[src/rtl/core/htfd_pkg.sv]
package htfd_pkg;

	localparam logic [7:0] CRC_POLY = 8'h31;
	localparam logic [7:0] CRC_INIT = 8'hFF;

	localparam int QUEUE_DEPTH = 2;

	localparam logic [14:0] TEMP_SCALE = 15'd17500;
	localparam logic [13:0] HUMI_SCALE = 14'd10000;
	localparam logic [14:0] TEMP_OFFSET = 15'd4500;

	localparam logic [2:0] POS_TEMP_HI = 3'd0;
	localparam logic [2:0] POS_TEMP_LO = 3'd1;
	localparam logic [2:0] POS_TEMP_CRC = 3'd2;
	localparam logic [2:0] POS_HUMI_HI = 3'd3;
	localparam logic [2:0] POS_HUMI_LO = 3'd4;
	localparam logic [2:0] POS_HUMI_CRC = 3'd5;

	typedef struct packed {
		logic [15:0] temp_word;
		logic [15:0] humi_word;
		logic        temp_ok;
		logic        humi_ok;
	} frame_t;

	function automatic logic [7:0] crc8_byte(input logic [7:0] crc, input logic [7:0] b);
		logic [7:0] c;
		c = crc ^ b;
		for (int k = 0; k < 8; k++) begin
			if (c[7]) begin
				c = {c[6:0], 1'b0} ^ CRC_POLY;
			end else begin
				c = {c[6:0], 1'b0};
			end
		end
		return c;
	endfunction

endpackage

[src/rtl/core/htfd_front.sv]
module htfd_front
	import htfd_pkg::*;
(
	input  logic       clk,
	input  logic       arst_n,
	input  logic       accept,
	input  logic [7:0] data_byte,
	input  logic       frame_start,
	output logic       push,
	output frame_t     push_frame
);

	logic [2:0]  byte_index_q;
	logic [7:0]  crc_q;
	logic [15:0] temp_word_q;
	logic [15:0] humi_word_q;
	logic        temp_ok_q;

	logic [2:0]  idx;
	logic [2:0]  idx_next;
	logic [7:0]  crc_step;

	assign idx = (frame_start || byte_index_q > POS_HUMI_CRC) ? POS_TEMP_HI : byte_index_q;
	assign idx_next = (idx == POS_HUMI_CRC) ? POS_TEMP_HI : idx + 3'd1;

	always_comb begin
		if (idx == POS_TEMP_HI || idx == POS_HUMI_HI) begin
			crc_step = crc8_byte(CRC_INIT, data_byte);
		end else begin
			crc_step = crc8_byte(crc_q, data_byte);
		end
	end

	assign push = accept && (idx == POS_HUMI_CRC);
	assign push_frame = '{temp_word: temp_word_q, humi_word: humi_word_q,
		temp_ok: temp_ok_q, humi_ok: (crc_q == data_byte)};

	always_ff @(posedge clk or negedge arst_n) begin
		if (!arst_n) begin
			byte_index_q <= POS_TEMP_HI;
			crc_q <= CRC_INIT;
			temp_word_q <= '0;
			humi_word_q <= '0;
			temp_ok_q <= 1'b0;
		end else if (accept) begin
			byte_index_q <= idx_next;
			unique case (idx)
				POS_TEMP_HI: begin
					crc_q <= crc_step;
					temp_word_q[15:8] <= data_byte;
				end
				POS_TEMP_LO: begin
					crc_q <= crc_step;
					temp_word_q[7:0] <= data_byte;
				end
				POS_TEMP_CRC: begin
					temp_ok_q <= (crc_q == data_byte);
					crc_q <= CRC_INIT;
				end
				POS_HUMI_HI: begin
					crc_q <= crc_step;
					humi_word_q[15:8] <= data_byte;
				end
				POS_HUMI_LO: begin
					crc_q <= crc_step;
					humi_word_q[7:0] <= data_byte;
				end
				POS_HUMI_CRC: begin
					crc_q <= CRC_INIT;
				end
				default: begin
					crc_q <= CRC_INIT;
				end
			endcase
		end
	end

endmodule

[src/rtl/core/htfd_queue.sv]
module htfd_queue
	import htfd_pkg::*;
#(
	parameter int Depth = QUEUE_DEPTH
) (
	input  logic   clk,
	input  logic   arst_n,
	input  logic   push,
	input  frame_t push_frame,
	output logic   full,
	input  logic   pop,
	output logic   not_empty,
	output frame_t pop_frame
);

	localparam int PtrW = $clog2(Depth);
	localparam int CntW = $clog2(Depth + 1);

	frame_t          mem_q [Depth];
	logic [PtrW-1:0] wr_ptr_q;
	logic [PtrW-1:0] rd_ptr_q;
	logic [CntW-1:0] count_q;

	assign full = (count_q == CntW'(Depth));
	assign not_empty = (count_q != '0);
	assign pop_frame = mem_q[rd_ptr_q];

	always_ff @(posedge clk) begin
		if (push) begin
			mem_q[wr_ptr_q] <= push_frame;
		end
	end

	always_ff @(posedge clk or negedge arst_n) begin
		if (!arst_n) begin
			wr_ptr_q <= '0;
			rd_ptr_q <= '0;
			count_q <= '0;
		end else begin
			if (push) begin
				wr_ptr_q <= (wr_ptr_q == PtrW'(Depth - 1)) ? '0 : wr_ptr_q + 1'b1;
			end
			if (pop) begin
				rd_ptr_q <= (rd_ptr_q == PtrW'(Depth - 1)) ? '0 : rd_ptr_q + 1'b1;
			end
			if (push && !pop) begin
				count_q <= count_q + 1'b1;
			end else if (pop && !push) begin
				count_q <= count_q - 1'b1;
			end
		end
	end

endmodule

[src/rtl/core/htfd_back.sv]
module htfd_back
	import htfd_pkg::*;
(
	input  logic               clk,
	input  logic               arst_n,
	input  logic               avail,
	input  frame_t             frame,
	output logic               pop,
	output logic               out_valid,
	input  logic               out_stall,
	output logic signed [14:0] temperature_centi,
	output logic [13:0]        humidity_centi,
	output logic               temp_crc_ok,
	output logic               humi_crc_ok
);

	logic        valid_s1;
	logic [30:0] temp_prod_s1;
	logic [29:0] humi_prod_s1;
	logic        temp_ok_s1;
	logic        humi_ok_s1;
	logic        valid_s2;
	logic        load_s2;
	logic        load_s1;

	assign load_s2 = !valid_s2 || !out_stall;
	assign load_s1 = !valid_s1 || load_s2;
	assign pop = avail && load_s1;
	assign out_valid = valid_s2;

	always_ff @(posedge clk or negedge arst_n) begin
		if (!arst_n) begin
			valid_s1 <= 1'b0;
			valid_s2 <= 1'b0;
		end else begin
			if (load_s1) begin
				valid_s1 <= avail;
			end
			if (load_s2) begin
				valid_s2 <= valid_s1;
			end
		end
	end

	always_ff @(posedge clk) begin
		if (pop) begin
			temp_prod_s1 <= 31'(TEMP_SCALE) * 31'(frame.temp_word);
			humi_prod_s1 <= 30'(HUMI_SCALE) * 30'(frame.humi_word);
			temp_ok_s1 <= frame.temp_ok;
			humi_ok_s1 <= frame.humi_ok;
		end
		if (load_s2 && valid_s1) begin
			temperature_centi <= signed'(temp_prod_s1[30:16] - TEMP_OFFSET);
			humidity_centi <= humi_prod_s1[29:16];
			temp_crc_ok <= temp_ok_s1;
			humi_crc_ok <= humi_ok_s1;
		end
	end

endmodule

[src/rtl/core/humidity_temp_frame_decoder.sv]
// One byte is taken per cycle unless the queue is full; CRC and words update as it is taken.
// The sixth byte pushes the frame into the queue; it then passes stages s1 and s2.
// A queue of QueueDepth frames separates byte intake from the two-stage conversion,
// so input stalls only while that queue is full.
// Reset clears byte position, words, queue and out_valid; CRC is set to CRC_INIT.
module humidity_temp_frame_decoder
	import htfd_pkg::*;
#(
	parameter int QueueDepth = QUEUE_DEPTH
) (
	input  logic               clk,
	input  logic               arst_n,
	input  logic               in_valid,
	output logic               in_stall,
	input  logic [7:0]         data_byte,
	input  logic               frame_start,
	output logic               out_valid,
	input  logic               out_stall,
	output logic signed [14:0] temperature_centi,
	output logic [13:0]        humidity_centi,
	output logic               temp_crc_ok,
	output logic               humi_crc_ok
);

	logic   accept;
	logic   push;
	frame_t push_frame;
	logic   full;
	logic   pop;
	logic   not_empty;
	frame_t pop_frame;

	assign in_stall = full;
	assign accept = in_valid && !full;

	htfd_front u_front (
		.clk        (clk),
		.arst_n     (arst_n),
		.accept     (accept),
		.data_byte  (data_byte),
		.frame_start(frame_start),
		.push       (push),
		.push_frame (push_frame)
	);

	htfd_queue #(
		.Depth(QueueDepth)
	) u_queue (
		.clk       (clk),
		.arst_n    (arst_n),
		.push      (push),
		.push_frame(push_frame),
		.full      (full),
		.pop       (pop),
		.not_empty (not_empty),
		.pop_frame (pop_frame)
	);

	htfd_back u_back (
		.clk              (clk),
		.arst_n           (arst_n),
		.avail            (not_empty),
		.frame            (pop_frame),
		.pop              (pop),
		.out_valid        (out_valid),
		.out_stall        (out_stall),
		.temperature_centi(temperature_centi),
		.humidity_centi   (humidity_centi),
		.temp_crc_ok      (temp_crc_ok),
		.humi_crc_ok      (humi_crc_ok)
	);

endmodule
[config.mk]
export PLATFORM = sky130hd
export DESIGN_NAME = humidity_temp_frame_decoder
export DESIGN_NICKNAME = d
export VERILOG_FILES = /design/src/rtl/core/htfd_pkg.sv /design/src/rtl/core/htfd_front.sv /design/src/rtl/core/htfd_queue.sv /design/src/rtl/core/htfd_back.sv /design/src/rtl/core/humidity_temp_frame_decoder.sv
export SDC_FILE = /design/constraint.sdc
export NUM_CORES = 1
export LEC_CHECK = 0
export BUFFER_PORTS_ARGS = -buffer_cell sky130_fd_sc_hd__buf_2
export CAP_MARGIN = 20
export CELL_PAD_IN_SITES_DETAIL_PLACEMENT = 1
export CELL_PAD_IN_SITES_GLOBAL_PLACEMENT = 1
export CORE_MARGIN = 10
export CORE_UTILIZATION = 45
export CTS_BUF_LIST = sky130_fd_sc_hd__clkbuf_8
export CTS_CLUSTER_SIZE = 16
export DETAILED_ROUTE_END_ITERATION = 16
export PLACE_DENSITY_LB_ADDON = 0.1
export SLEW_MARGIN = 20
export SYNTH_ARGS = -nofsm -noshare
export SYNTH_HDL_FRONTEND = slang
export SYNTH_HIERARCHICAL = 1
export SYNTH_SLANG_ARGS = --single-unit
[constraint.sdc]
create_clock -name clk -period 5.1 [get_ports clk]
set_clock_uncertainty 0.1 [all_clocks]
set_input_delay 1.02 -clock clk [delete_from_list [all_inputs] [get_ports clk]]
set_output_delay 1.02 -clock clk [all_outputs]
set_load 0.02 [all_outputs]
==> results.txt, run 1 <==
The flow ran to the end, and the final reports show no timing, DRC or antenna violations. The xor and xnor fraction of the mapped netlist area was 0.0617; the number of max-slew violations in the final report was 0. The layout has 2896 filler cells. By area the synthesized netlist is led by sky130_fd_sc_hd__edfxtp_1 (31%), sky130_fd_sc_hd__ha_1 (17%), sky130_fd_sc_hd__fa_1 (12%). The global placer's final weighted congestion was 0.803; the delay of the slowest critical-path stage was 0.49 ns. In this run, post-CTS hold repair placed 0 buffers.

The most numerous cell type found on the critical path is sky130_fd_sc_hd__fa_1. In this run the most used layer during global routing was met2. The final routed DRC violation total is 0, and the number of storage elements in the synthesis netlist is 180. Summed over all layers, the global routing overflow is 0.

Leaving out fill and tap cells, the most frequent cell in the layout is sky130_fd_sc_hd__inv_1. The logs give 0.523 for the share of the core filled with cells and 0 for the initial antenna violation count. The tools report the area of the multi-input gates as 7100 µm². The logs give 8048 for the number of global-route vias before repair and 1499 for the final cell count without fillers.

After synthesis, the largest family of logic cells by area is adder cells. The multiplexer share of the synthesized area was 0.0694. For the worst flop-to-flop path, the logic depth is 17. The compound-cell area share of the yosys netlist came out at 0.0581. For hold timing, the worst endpoint is u_back/humidity_centi[5]. Of all cell types, the one taking the most synthesized area is sky130_fd_sc_hd__edfxtp_1. The worst hold path passes through 0 cells.

In the final design database the tool counted 1369 nets. The run gives 0 as the number of failing hold endpoints at the final stage. The worst-skew pair later-pin latency came out at 0.46 ns. The detail route stage leaves a number of antenna-violating nets equal to 0. The maximum number of buffers from clock root to sink was 2; the first-pass iteration count of the detailed router was 4. In this run the worst path has a maximum fanout of 11. The cell area that synthesis handed to floorplanning was 12700 µm². For the maximum clock rate, the log shows 198 MHz.

The half-perimeter wire length after detailed placement came out at 19500 µm. The run gives 1445 as the count of placed standard cells including taps. Setup violations remaining at the end of the flow were counted as 0. The largest delay contributor family on the critical path was adder cells. Counting every net in the synthesized netlist gives 1269. The arithmetic-cell share of the synthesized area counting full adders, half adders and majority gates is 0.289. The number of buffers and inverters on the critical path is 4.

The die span in x is 188 µm. Summing over every cut layer, the via total after detailed routing is 7486. The run gives 46 as the total I/O pin count.

In this run the clock root is driven by a sky130_fd_sc_hd__clkbuf_8. The path type of the worst setup path is flop to flop. For the routed wire length, the log shows 26100 µm. The synthesized design contains 130 enable-type register cells. The run gives 17 as the number of buffers inserted during clock tree synthesis. For this block, the initial DRC count from the detailed router was 242. The die is 188 µm tall. The part of the Yosys area used for sequential elements was 0.405; the average routed wire per standard cell was 17.4 µm. The share of cells above drive strength 1 is 0.277. In this run the register-to-register setup slack is 0.05 ns. The tools report the critical path startpoint category as a flop.

In the final layout, flip-flops and latches occupy 5170 µm². After clock tree synthesis, the clock-pin slew on the worst setup and hold paths is 0.11 ns. The core box area is 27900 µm², and the starting utilization of the core area is 0.458. For the fraction of met3 tracks used by global routing, the log shows 0.0218.

The clock net in this run drives a total of 180 sinks. The portion of the clock cycle consumed by the worst path in the final layout works out to 0.990. For the data arrival time at the worst-slack endpoint, the log shows 5.17 ns.

Setup repair after global routing could not meet its margin everywhere. The total routing usage reported by global routing came out at 0.145. TritonCTS built the clock tree. The gate count after technology mapping was 1008. The top cell type's share of synthesized area was 0.306. The worst reg2reg path endpoint is u_back/temp_prod_s1[22]. The tools report the number of violations of the max-capacitance limit as 0.

The die area came out at 35500 µm². Walking the worst path, the cells encountered are buf_8 -> mux2_4 -> ha_1 -> fa_1 -> ha_1 -> inv_1 -> fa_1 -> inv_1 -> fa_1 -> ha_4 -> nand4_1 -> nor2_2 -> a221oi_2 -> buf_4 -> o21bai_1 -> a21oi_1 -> xnor2_1. The hold path startpoint was u_back/humi_prod_s1[21]. The library cells used most frequently in the layout, excluding fill and tap cells, are sky130_fd_sc_hd__inv_1 (172), sky130_fd_sc_hd__ha_1 (153), sky130_fd_sc_hd__edfxtp_1 (130).

The count of buffers added on input and output ports is 45. The capturing element type of the critical path was a flop. Entering global routing, the biggest net connects 35 pins. Data on the critical path is required at its endpoint by 5.22 ns. The area growth from synthesis to layout is 14.2%.

The post-synthesis share of cell area spent on and, or, nand and nor gates works out to 0.0506. The unique cell type count in the Yosys netlist was 77. In this run the critical register-to-register path is launched from u_queue/rd_ptr_q. For this design, the slowest cell found on the critical path is sky130_fd_sc_hd__fa_1. The share of synthesized flip-flops with an asynchronous set or reset works out to 0.278.

The tools report the worst relative slew slack as 0.519. The min-delay analysis places its worst path in the category flop to flop. The Yosys step of the flow raised 6 warnings. Diode insertion count for antenna repair: 0. Time the final worst path needs with I/O delays and setup: 5.05 ns.

The placement row count is 61, and the average via count per standard cell is 4.99. Met2 capacity usage during global routing: 0.242. The count of H-tree levels built during CTS was 4; the wire length of the first global-routing pass was 41500 µm. The tools report the met1 usage as 0.194. The worst-margin pin slew was 0.720 ns.

Among all flip-flop cells after synthesis, the most frequent one is sky130_fd_sc_hd__edfxtp_1. Averaged over all synthesized cells, the footprint is 12.6 µm².
==> what timing repair did <==
item / 4_1_cts / 5_1_grt
resized for setup: 6 / 73
endpoints found under the setup margin: 6 / 23
setup buffers: 2 / 18
pin swaps: 4 / 26
gates cloned: 0 / 1
==> layer usage <==
metal	wire, µm	vias up	part of all wire
met5	0	-	0
met3	794	22	0.030
met4	308	0	0.012
met2	12600	100	0.48
met1	12400	3740	0.48
li1	-	3624	-
==> logic make-up (layout without fill, tap and decap cells) <==
| family | after synthesis | after routing |
|---|---|---|
| AO/OA/AOI/OAI | 106 | 106 |
| adder cells (fa/ha/maj) | 248 | 248 |
| multiplexers | 69 | 69 |
| buffers and inverters | 203 | 316 |
| flip-flops | 180 | 180 |
| AND/OR/NAND/NOR | 118 | 118 |
| XOR/XNOR | 84 | 84 |
==> worst max-delay path by stage <==
stage | from | endpoint | slack (ns) | depth (start not counted)
after global placement | u_queue/rd_ptr_q | u_back/temp_prod_s1[25] | 0.03 | 18
after floorplan | u_queue/rd_ptr_q | u_back/humi_prod_s1[28] | 0.15 | 19
after CTS | u_queue/rd_ptr_q | u_back/temp_prod_s1[30] | 0.005 | 16
final | u_queue/rd_ptr_q | u_back/temp_prod_s1[22] | 0.05 | 17
after detailed placement | u_queue/rd_ptr_q | u_back/humi_prod_s1[28] | -0.02 | 18
after global routing | u_queue/rd_ptr_q | u_back/temp_prod_s1[22] | -0.08 | 15
==> sequential cells by signal (all words and copies together) (netlist names), 2 cells and up <==
register                  cells
u_back/humi_prod_s1          14
u_back/humidity_centi        14
u_back/temp_prod_s1          15
u_back/temperature_centi     15
u_front/byte_index_q          3
u_front/crc_q                 8
u_front/humi_word_q          16
u_front/temp_word_q          16
u_queue/count_q               2
u_queue/mem_q                68
==> synthesized netlist by cell type (3+ instances only) <==
library cell / number
sky130_fd_sc_hd__nand3_1: 6
sky130_fd_sc_hd__clkbuf_1: 5
sky130_fd_sc_hd__edfxtp_1: 130
sky130_fd_sc_hd__and2_1: 4
sky130_fd_sc_hd__nor3_1: 5
sky130_fd_sc_hd__mux2_2: 39
sky130_fd_sc_hd__fa_1: 78
sky130_fd_sc_hd__o211ai_1: 3
sky130_fd_sc_hd__nor2b_1: 5
sky130_fd_sc_hd__buf_2: 3
sky130_fd_sc_hd__a21o_1: 11
sky130_fd_sc_hd__inv_1: 186
sky130_fd_sc_hd__and3_1: 4
sky130_fd_sc_hd__dfrtp_1: 42
sky130_fd_sc_hd__o21ai_1: 3
sky130_fd_sc_hd__dfstp_2: 8
sky130_fd_sc_hd__o21ai_0: 13
sky130_fd_sc_hd__a31oi_1: 6
sky130_fd_sc_hd__ha_1: 170
sky130_fd_sc_hd__mux2_4: 29
sky130_fd_sc_hd__xor2_1: 26
sky130_fd_sc_hd__nor2_1: 30
sky130_fd_sc_hd__nor2_2: 6
sky130_fd_sc_hd__nand4_1: 7
sky130_fd_sc_hd__nand2b_1: 6
sky130_fd_sc_hd__buf_12: 3
sky130_fd_sc_hd__a211oi_1: 3
sky130_fd_sc_hd__xnor2_1: 53
sky130_fd_sc_hd__or2_2: 4
sky130_fd_sc_hd__and4_1: 3
sky130_fd_sc_hd__a21oi_1: 38
sky130_fd_sc_hd__nand2_1: 24
==> stage by stage <==
step	cell area (µm²)	TNS (ns)	worst slack, ns	hold slack (ns)
after global placement	13600	0	0.0350	0.301
after global routing	14600	-0.271	-0.0799	0.329
after detailed placement	13600	-0.0204	-0.0204	0.306
after floorplan	12700	0	0.152	0.300
after CTS	14000	0	0.00514	0.326
final	14600	0	0.0508	0.324
==> worst register-to-register path, cell delays in order, from the launching register on <==
cell                       delay (ns)
sky130_fd_sc_hd__dfrtp_2         0.48
sky130_fd_sc_hd__buf_8           0.19
sky130_fd_sc_hd__mux2_4          0.37
sky130_fd_sc_hd__ha_1            0.33
sky130_fd_sc_hd__fa_1            0.40
sky130_fd_sc_hd__ha_1            0.28
sky130_fd_sc_hd__inv_1           0.05
sky130_fd_sc_hd__fa_1            0.48
sky130_fd_sc_hd__inv_1           0.05
sky130_fd_sc_hd__fa_1            0.49
sky130_fd_sc_hd__ha_4            0.31
sky130_fd_sc_hd__nand4_1         0.22
sky130_fd_sc_hd__nor2_2          0.22
sky130_fd_sc_hd__a221oi_2        0.09
sky130_fd_sc_hd__buf_4           0.15
sky130_fd_sc_hd__o21bai_1        0.30
sky130_fd_sc_hd__a21oi_1         0.17
sky130_fd_sc_hd__xnor2_1         0.16
==> area by class of cell <==
type                       count  area share
timing repair buffer          97      0.0473
tap                          378      0.0325
sequential                   180       0.355
clock buffer                  19      0.0180
clock inverter                13      0.0111
inverter                     187      0.0486
multi-input combinational    625       0.488
Power of run 1 is left out: the tool's default activity adds up to more than one toggle a clock period on the data nets, which glitch-free logic cannot reach.
==> inputs of run 2 (changes only) <==
--- a/config.mk
+++ b/config.mk
@@ -9,7 +9,7 @@
 export CAP_MARGIN = 20
 export CELL_PAD_IN_SITES_DETAIL_PLACEMENT = 1
 export CELL_PAD_IN_SITES_GLOBAL_PLACEMENT = 1
-export CORE_MARGIN = 10
+export CORE_MARGIN = 3
 export CORE_UTILIZATION = 45
 export CTS_BUF_LIST = sky130_fd_sc_hd__clkbuf_8
 export CTS_CLUSTER_SIZE = 16
==> run 2 against run 1 <==
Compared with the run above:
- final area up 0.76%
- wire length is 3.0% lower
- die area decreased by 14%
- via count decreased by 0.65%
- count of clock-buffer cells in the layout shrank 1
- global-route usage is 2.2 points higher
- non-clock buffer count rose by 2
- critical path depth is 1 lower
- maximum frequency increased by 1.1%
- worst setup slack better by 0.053 ns
==> results.txt, run 2 (same netlist as run 1, synthesis figures left out) <==
The average via count per standard cell came out at 4.97 (-0.39%). The number of violations of the max-capacitance limit was 0 (unchanged); the die area was 30400 µm² (-14%). In the layout the commonest cells are sky130_fd_sc_hd__inv_1 (170), sky130_fd_sc_hd__ha_1 (146), sky130_fd_sc_hd__edfxtp_1 (130).

The first-pass iteration count of the detailed router is 4 (unchanged), and the portion of the clock cycle consumed by the worst path in the final layout is 0.980 (-0.0104). The tools report the half-perimeter wire length after detailed placement as 19400 µm (-0.61%). The largest net degree at the start of global routing came out at 35 (unchanged).

The number of buffers inserted during clock tree synthesis is 17 (unchanged), and the global placer's final weighted congestion is 0.779 (-3.0%). The number of I/O port buffers works out to 45 (unchanged). For the placement row count, the log shows 60 (-1.6%). The buffer type at the clock tree root was sky130_fd_sc_hd__clkbuf_8. The total routing usage reported by global routing was 0.167 (+0.0224); the vias after detailed routing was 7437 (-0.65%). The logs give 1371 (+0.15%) for the final layout net count and 4 (unchanged) for the count of H-tree levels built during CTS.

The worst-margin pin slew works out to 0.648 ns (-0.0729 ns). The routed wire length is 25300 µm (-3.0%). Path type of the worst setup path: flop to flop. The worst hold slack after final layout was 0.329 ns (+0.00471 ns); the worst relative slew slack was 0.568 (+0.0498). The average routed wire per standard cell works out to 16.9 µm (-2.7%).

The data arrival time at the worst-slack endpoint was 5.10 ns (-0.07 ns). The die height is 174 µm (-7.4%). The maximum clock rate was 200 MHz (+1.1%).

The worst setup path is captured at a flop. The core box area was 27400 µm² (-1.6%); the wire length of the first global-routing pass was 40600 µm (-2.2%). The total I/O pin count is 46 (unchanged), and the total setup violations reported at the end of the flow is 0 (unchanged). The run finished with clean final reports. The largest fanout on the critical path came out at 6 (-5). The final routed DRC violation total was 0 (unchanged); the number of DRC violations after detailed-routing iteration 0 was 242 (unchanged). The worst setup path is launched from a flop. The starting utilization of the core area is 0.465 (+0.00763), and the diode insertion count for antenna repair is 0 (unchanged).

The area growth from synthesis to layout is 15.1%. For the number of sinks driven by the clock tree, the log shows 180 (unchanged). Setup repair after global routing could not meet its margin everywhere. The tools report the number of failing hold endpoints at the final stage as 0 (unchanged). The most flop-heavy register was u_queue/mem_q. The initial antenna violation count came out at 0 (unchanged). The tightest min-delay check is of the flop to flop type. The run gives 0 (unchanged) as the remaining antenna violation count after routing.

TritonCTS built the clock tree. The die span in x is 174 µm (-7.4%), and the final-layout setup total negative slack is 0 ns (unchanged). The tools report the number of max-slew violations in the final report as 0 (unchanged).

The share of cells above drive strength 1 is 0.285 (+0.00841). Worst-skew pair later-pin latency: 0.46 ns (about the same). The number of global-route vias before repair was 7971 (-0.96%). The maximum number of buffers from clock root to sink is 2 (unchanged), and the time the final worst path needs with I/O delays and setup is 5.00 ns (-0.0531 ns).

For the share of the core filled with cells, the log shows 0.535 (+0.0128). The most common cell after layout, fill and taps aside was sky130_fd_sc_hd__inv_1. In the final layout, the registers with the most flip-flops are u_queue/mem_q: 68 flops, u_front/humi_word_q: 16 flops, u_front/temp_word_q: 16 flops. The overall overflow remaining after global route is 0 (unchanged), and the flip-flop count of the largest register after layout is 68 (unchanged).

The data required time of the critical path was 5.20 ns (-0.02 ns); the clock transition at the registers of the reported paths was 0.10 ns (about the same).
-- run 2: timing repair --
action	CTS	global route
cloned	0	1
pin swaps	4	42
hold buffers	0	0
setup endpoints to repair	7	24
gates resized for setup	9	89
setup buffers	3	20
-- run 2: final timing paths --
kind | cells past startpoint | startpoint | to | slack [ns]
min reg2reg | 0 | u_back/humi_prod_s1[23] | u_back/humidity_centi[7] | 0.33
min in group asynchronous | 1 | arst_n | u_front/byte_index_q[1] | 0.47
max in group asynchronous | 2 | arst_n | u_front/crc_q[7] | 3.61
max | 16 | u_queue/rd_ptr_q | u_back/temp_prod_s1[27] | 0.10
min | 0 | u_back/humi_prod_s1[23] | u_back/humidity_centi[7] | 0.33
max reg2reg | 16 | u_queue/rd_ptr_q | u_back/temp_prod_s1[27] | 0.10
-- run 2: routing by layer --
metal,up-vias,part of all wire,GRT usage
met1,3740,0.47,0.227
met5,-,0,0
met3,17,0.022,0.0275
met2,67,0.50,0.289
li1,3613,-,-
met4,0,0.0064,0.0265
-- run 2: final cells by class --
type,instances,area [µm²]
Clock buffer,18,248
Clock inverter,14,164
Fill cell,2838,12700
Inverter,187,708
Multi-Input combinational cell,625,7200
Sequential cell,180,5170
Tap cell,372,465
Timing Repair Buffer,99,717
-- run 2: metrics by stage --
step / area (µm²) / worst slack, ns / instances
after detailed placement: 13500 / -0.0365 / 1438
final: 14700 / 0.104 / 1495
after floorplan: 12700 / 0.152 / 1008
after global routing: 14700 / -0.0773 / 1495
after CTS: 14000 / -0.0112 / 1473
after global placement: 13500 / -0.000841 / 1438
-- run 2: critical path: stages, from the launching register on --
cell	delay [ns]
sky130_fd_sc_hd__dfrtp_2	0.50
sky130_fd_sc_hd__buf_12	0.17
sky130_fd_sc_hd__mux2_4	0.35
sky130_fd_sc_hd__ha_4	0.25
sky130_fd_sc_hd__fa_1	0.45
sky130_fd_sc_hd__ha_1	0.29
sky130_fd_sc_hd__inv_1	0.04
sky130_fd_sc_hd__fa_1	0.48
sky130_fd_sc_hd__inv_1	0.05
sky130_fd_sc_hd__fa_1	0.48
sky130_fd_sc_hd__ha_4	0.30
sky130_fd_sc_hd__nand4_1	0.21
sky130_fd_sc_hd__nor2_2	0.24
sky130_fd_sc_hd__a221oi_2	0.10
sky130_fd_sc_hd__o2111a_2	0.34
sky130_fd_sc_hd__o31a_1	0.26
sky130_fd_sc_hd__xnor2_1	0.13
Power of run 2 is left out for the same reason.
==> inputs of run 3 (changes only) <==
--- a/config.mk
+++ b/config.mk
@@ -5,7 +5,7 @@
 export SDC_FILE = /design/constraint.sdc
 export NUM_CORES = 1
 export LEC_CHECK = 0
-export BUFFER_PORTS_ARGS = -buffer_cell sky130_fd_sc_hd__buf_2
+export BUFFER_PORTS_ARGS = -buffer_cell sky130_fd_sc_hd__buf_4
 export CAP_MARGIN = 20
 export CELL_PAD_IN_SITES_DETAIL_PLACEMENT = 1
 export CELL_PAD_IN_SITES_GLOBAL_PLACEMENT = 1
==> run 3 against run 2 <==
Compared with the run above:
- cell count down 1.0%
- wire length is 2.8% lower
- via count decreased by 1.5%
- sequential share of layout area rose by 0.69 points
- highest routed layer unchanged
- worst setup slack improved by 0.060 ns
- critical path type unchanged
==> results.txt, run 3 (same netlist as run 1, synthesis figures left out) <==
The logs give 0 (unchanged) for the number of violations of the max-capacitance limit and 60 (unchanged) for the placement row count. Largest delay contributor family on the critical path: adder cells. The number of max-slew violations in the final report is 0 (unchanged).

The wire length of the first global-routing pass is 41200 µm (+1.5%). The capturing element type of the critical path is a flop. The remaining antenna violation count after routing was 0 (unchanged).

The final layout net count was 1356 (-1.1%); the worst-margin pin slew was 0.670 ns (+0.0227 ns). CTS placed an instance of sky130_fd_sc_hd__clkbuf_8 at the clock tree root. In this run the worst hold path is classified as flop to flop. The synthesis-to-finish area growth was 12.9%; the number of DRC violations after detailed-routing iteration 0 was 211 (-13%). The run gives 27400 µm² (unchanged) as the core box area.

The maximum clock rate was 203 MHz (+1.2%). Die span in x: 174 µm (unchanged). The vias after detailed routing was 7324 (-1.5%). Data arrival time at the worst-slack endpoint: 5.04 ns (-0.06 ns). The worst-skew pair later-pin latency came out at 0.47 ns (about the same). The library cell used most frequently in the layout, excluding fill and tap cells, is sky130_fd_sc_hd__inv_1.

The average via count per standard cell came out at 4.95 (-0.52%). The run gives 5.20 ns (about the same) as the data required time of the critical path. The cell with the biggest individual delay on the critical path is sky130_fd_sc_hd__fa_1.

For the global placer's final weighted congestion, the log shows 0.819 (+5.1%). TritonCTS built the clock tree. The diode insertion count for antenna repair came out at 0 (unchanged). The largest registers in the layout are u_queue/mem_q: 68 flops, u_front/humi_word_q: 16 flops, u_front/temp_word_q: 16 flops. The run gives 0.553 (-0.0151) as the worst relative slew slack. Leaving out fill and tap cells, the most frequent cells in the layout are sky130_fd_sc_hd__inv_1 (178), sky130_fd_sc_hd__ha_1 (158), sky130_fd_sc_hd__edfxtp_1 (130). Half-perimeter wire length after detailed placement: 19100 µm (-1.6%). The starting utilization of the core area is 0.465 (unchanged). The time the final worst path needs with I/O delays and setup came out at 4.94 ns (-0.0599 ns). The run gives 30400 µm² (unchanged) as the die area. The overall overflow remaining after global route is 0 (unchanged). The final standard cell area without fillers is 14400 µm² (-1.9%), and the portion of the clock cycle consumed by the worst path in the final layout is 0.968 (-0.0118).

The tools report the critical path startpoint category as a flop. The average routed wire per standard cell is 16.6 µm (-1.8%), and the routed wire length is 24600 µm (-2.8%). The most flop-heavy register was u_queue/mem_q. The run gives 0 (unchanged) as the initial antenna violation count. The run gives 8110 (+1.7%) as the number of global-route vias before repair. The number of buffers inserted during clock tree synthesis is 17 (unchanged), and the count of H-tree levels built during CTS is 4 (unchanged). The delay of the slowest critical-path stage works out to 0.53 ns (+0.03 ns). The placement-stage cell area is 13700 µm² (+1.1%), and the sum of buffers and inverters on the critical path is 5 (+2).

For the total setup violations reported at the end of the flow, the log shows 0 (unchanged). The flip-flop count of the largest register after layout is 68 (unchanged), and the largest net degree at the start of global routing is 51 (+46%). The run gives 4 (unchanged) as the first-pass iteration count of the detailed router.

The clock transition at the registers of the reported paths is 0.10 ns (about the same). Path type of the worst setup path: flop to flop. The maximum number of buffers from clock root to sink is 2 (unchanged), and the die height is 174 µm (unchanged).

The logs give 0.16 ns (+0.06 ns) for the setup slack on the worst flop-to-flop path and 46 (unchanged) for the total I/O pin count. The final routed DRC violation total is 0 (unchanged). Traced cell by cell, the critical path runs through buf_12 -> mux2_4 -> inv_2 -> fa_1 -> inv_1 -> ha_1 -> fa_1 -> ha_1 -> inv_1 -> fa_1 -> inv_1 -> ha_4 -> a211oi_2 -> o211ai_1 -> a21o_1 -> a311oi_4 -> o21ai_1 -> xor2_1. The largest fanout on the critical path works out to 15 (+9).

The number of I/O port buffers was 45 (unchanged); the total routing usage reported by global routing was 0.169 (+0.00158). The flow ran to the end, and the final reports show no timing, DRC or antenna violations. The share of cells above drive strength 1 was 0.243 (-0.0422); the number of failing hold endpoints at the final stage was 0 (unchanged). The run gives 180 (unchanged) as the number of sinks driven by the clock tree.
-- run 3: changes by cell type in the layout (fill, tap and decap cells not counted), moves of 5 or more --
| cell | before | now |
|---|---|---|
| sky130_fd_sc_hd__buf_2 | 45 | 0 |
| sky130_fd_sc_hd__inv_1 | 170 | 178 |
| sky130_fd_sc_hd__o21ai_1 | 3 | 8 |
| sky130_fd_sc_hd__ha_4 | 20 | 10 |
| sky130_fd_sc_hd__ha_1 | 146 | 158 |
| sky130_fd_sc_hd__buf_4 | 46 | 82 |
| sky130_fd_sc_hd__inv_2 | 15 | 6 |
-- run 3: path summary, 6_finish.rpt --
kind	from	endpoint	cells past startpoint
max	u_queue/rd_ptr_q	u_back/humi_prod_s1[28]	18
min	u_back/humi_prod_s1[29]	u_back/humidity_centi[13]	0
max reg2reg	u_queue/rd_ptr_q	u_back/humi_prod_s1[28]	18
min reg2reg	u_back/humi_prod_s1[29]	u_back/humidity_centi[13]	0
max in group asynchronous	arst_n	u_queue/rd_ptr_q	1
min in group asynchronous	arst_n	u_front/temp_ok_q	1
-- run 3: cell type report --
class / count / area, µm²
clock buffer: 17 / 234
clock inverter: 15 / 161
fill: 2782 / 13000
inverter: 187 / 711
multi-input combinational: 625 / 7000
sequential: 180 / 5170
tap: 372 / 465
timing repair buffer: 84 / 656
-- run 3: metal layers --
layer / GRT usage / vias to the layer above / share of wire
met2: 0.282 / 78 / 0.48
li1: - / 3597 / -
met1: 0.234 / 3627 / 0.49
met3: 0.0251 / 22 / 0.021
met5: 0 / - / 0
met4: 0.0389 / 0 / 0.012
-- run 3: what timing repair did --
item | in CTS | in global routing
setup endpoints to repair | 3 | 22
gates resized for setup | 5 | 47
hold buffers | 0 | 0
setup buffers | 0 | 6
pin swaps | 4 | 16
-- run 3: through the flow --
stage | cells | utilization | worst slack [ns] | TNS [ns] | hold WS (ns)
finish | 1480 | 0.525 | 0.164 | 0 | 0.319
global route | 1480 | 0.525 | -0.0595 | -0.172 | 0.335
CTS | 1474 | 0.515 | 0.00459 | 0 | 0.320
detailed placement | 1442 | 0.500 | -0.00653 | -0.00653 | 0.306
global placement | 1442 | 0.500 | 0.00238 | 0 | 0.301
floorplan | 1008 | - | 0.152 | 0 | 0.300
Power of run 3 is left out for the same reason.
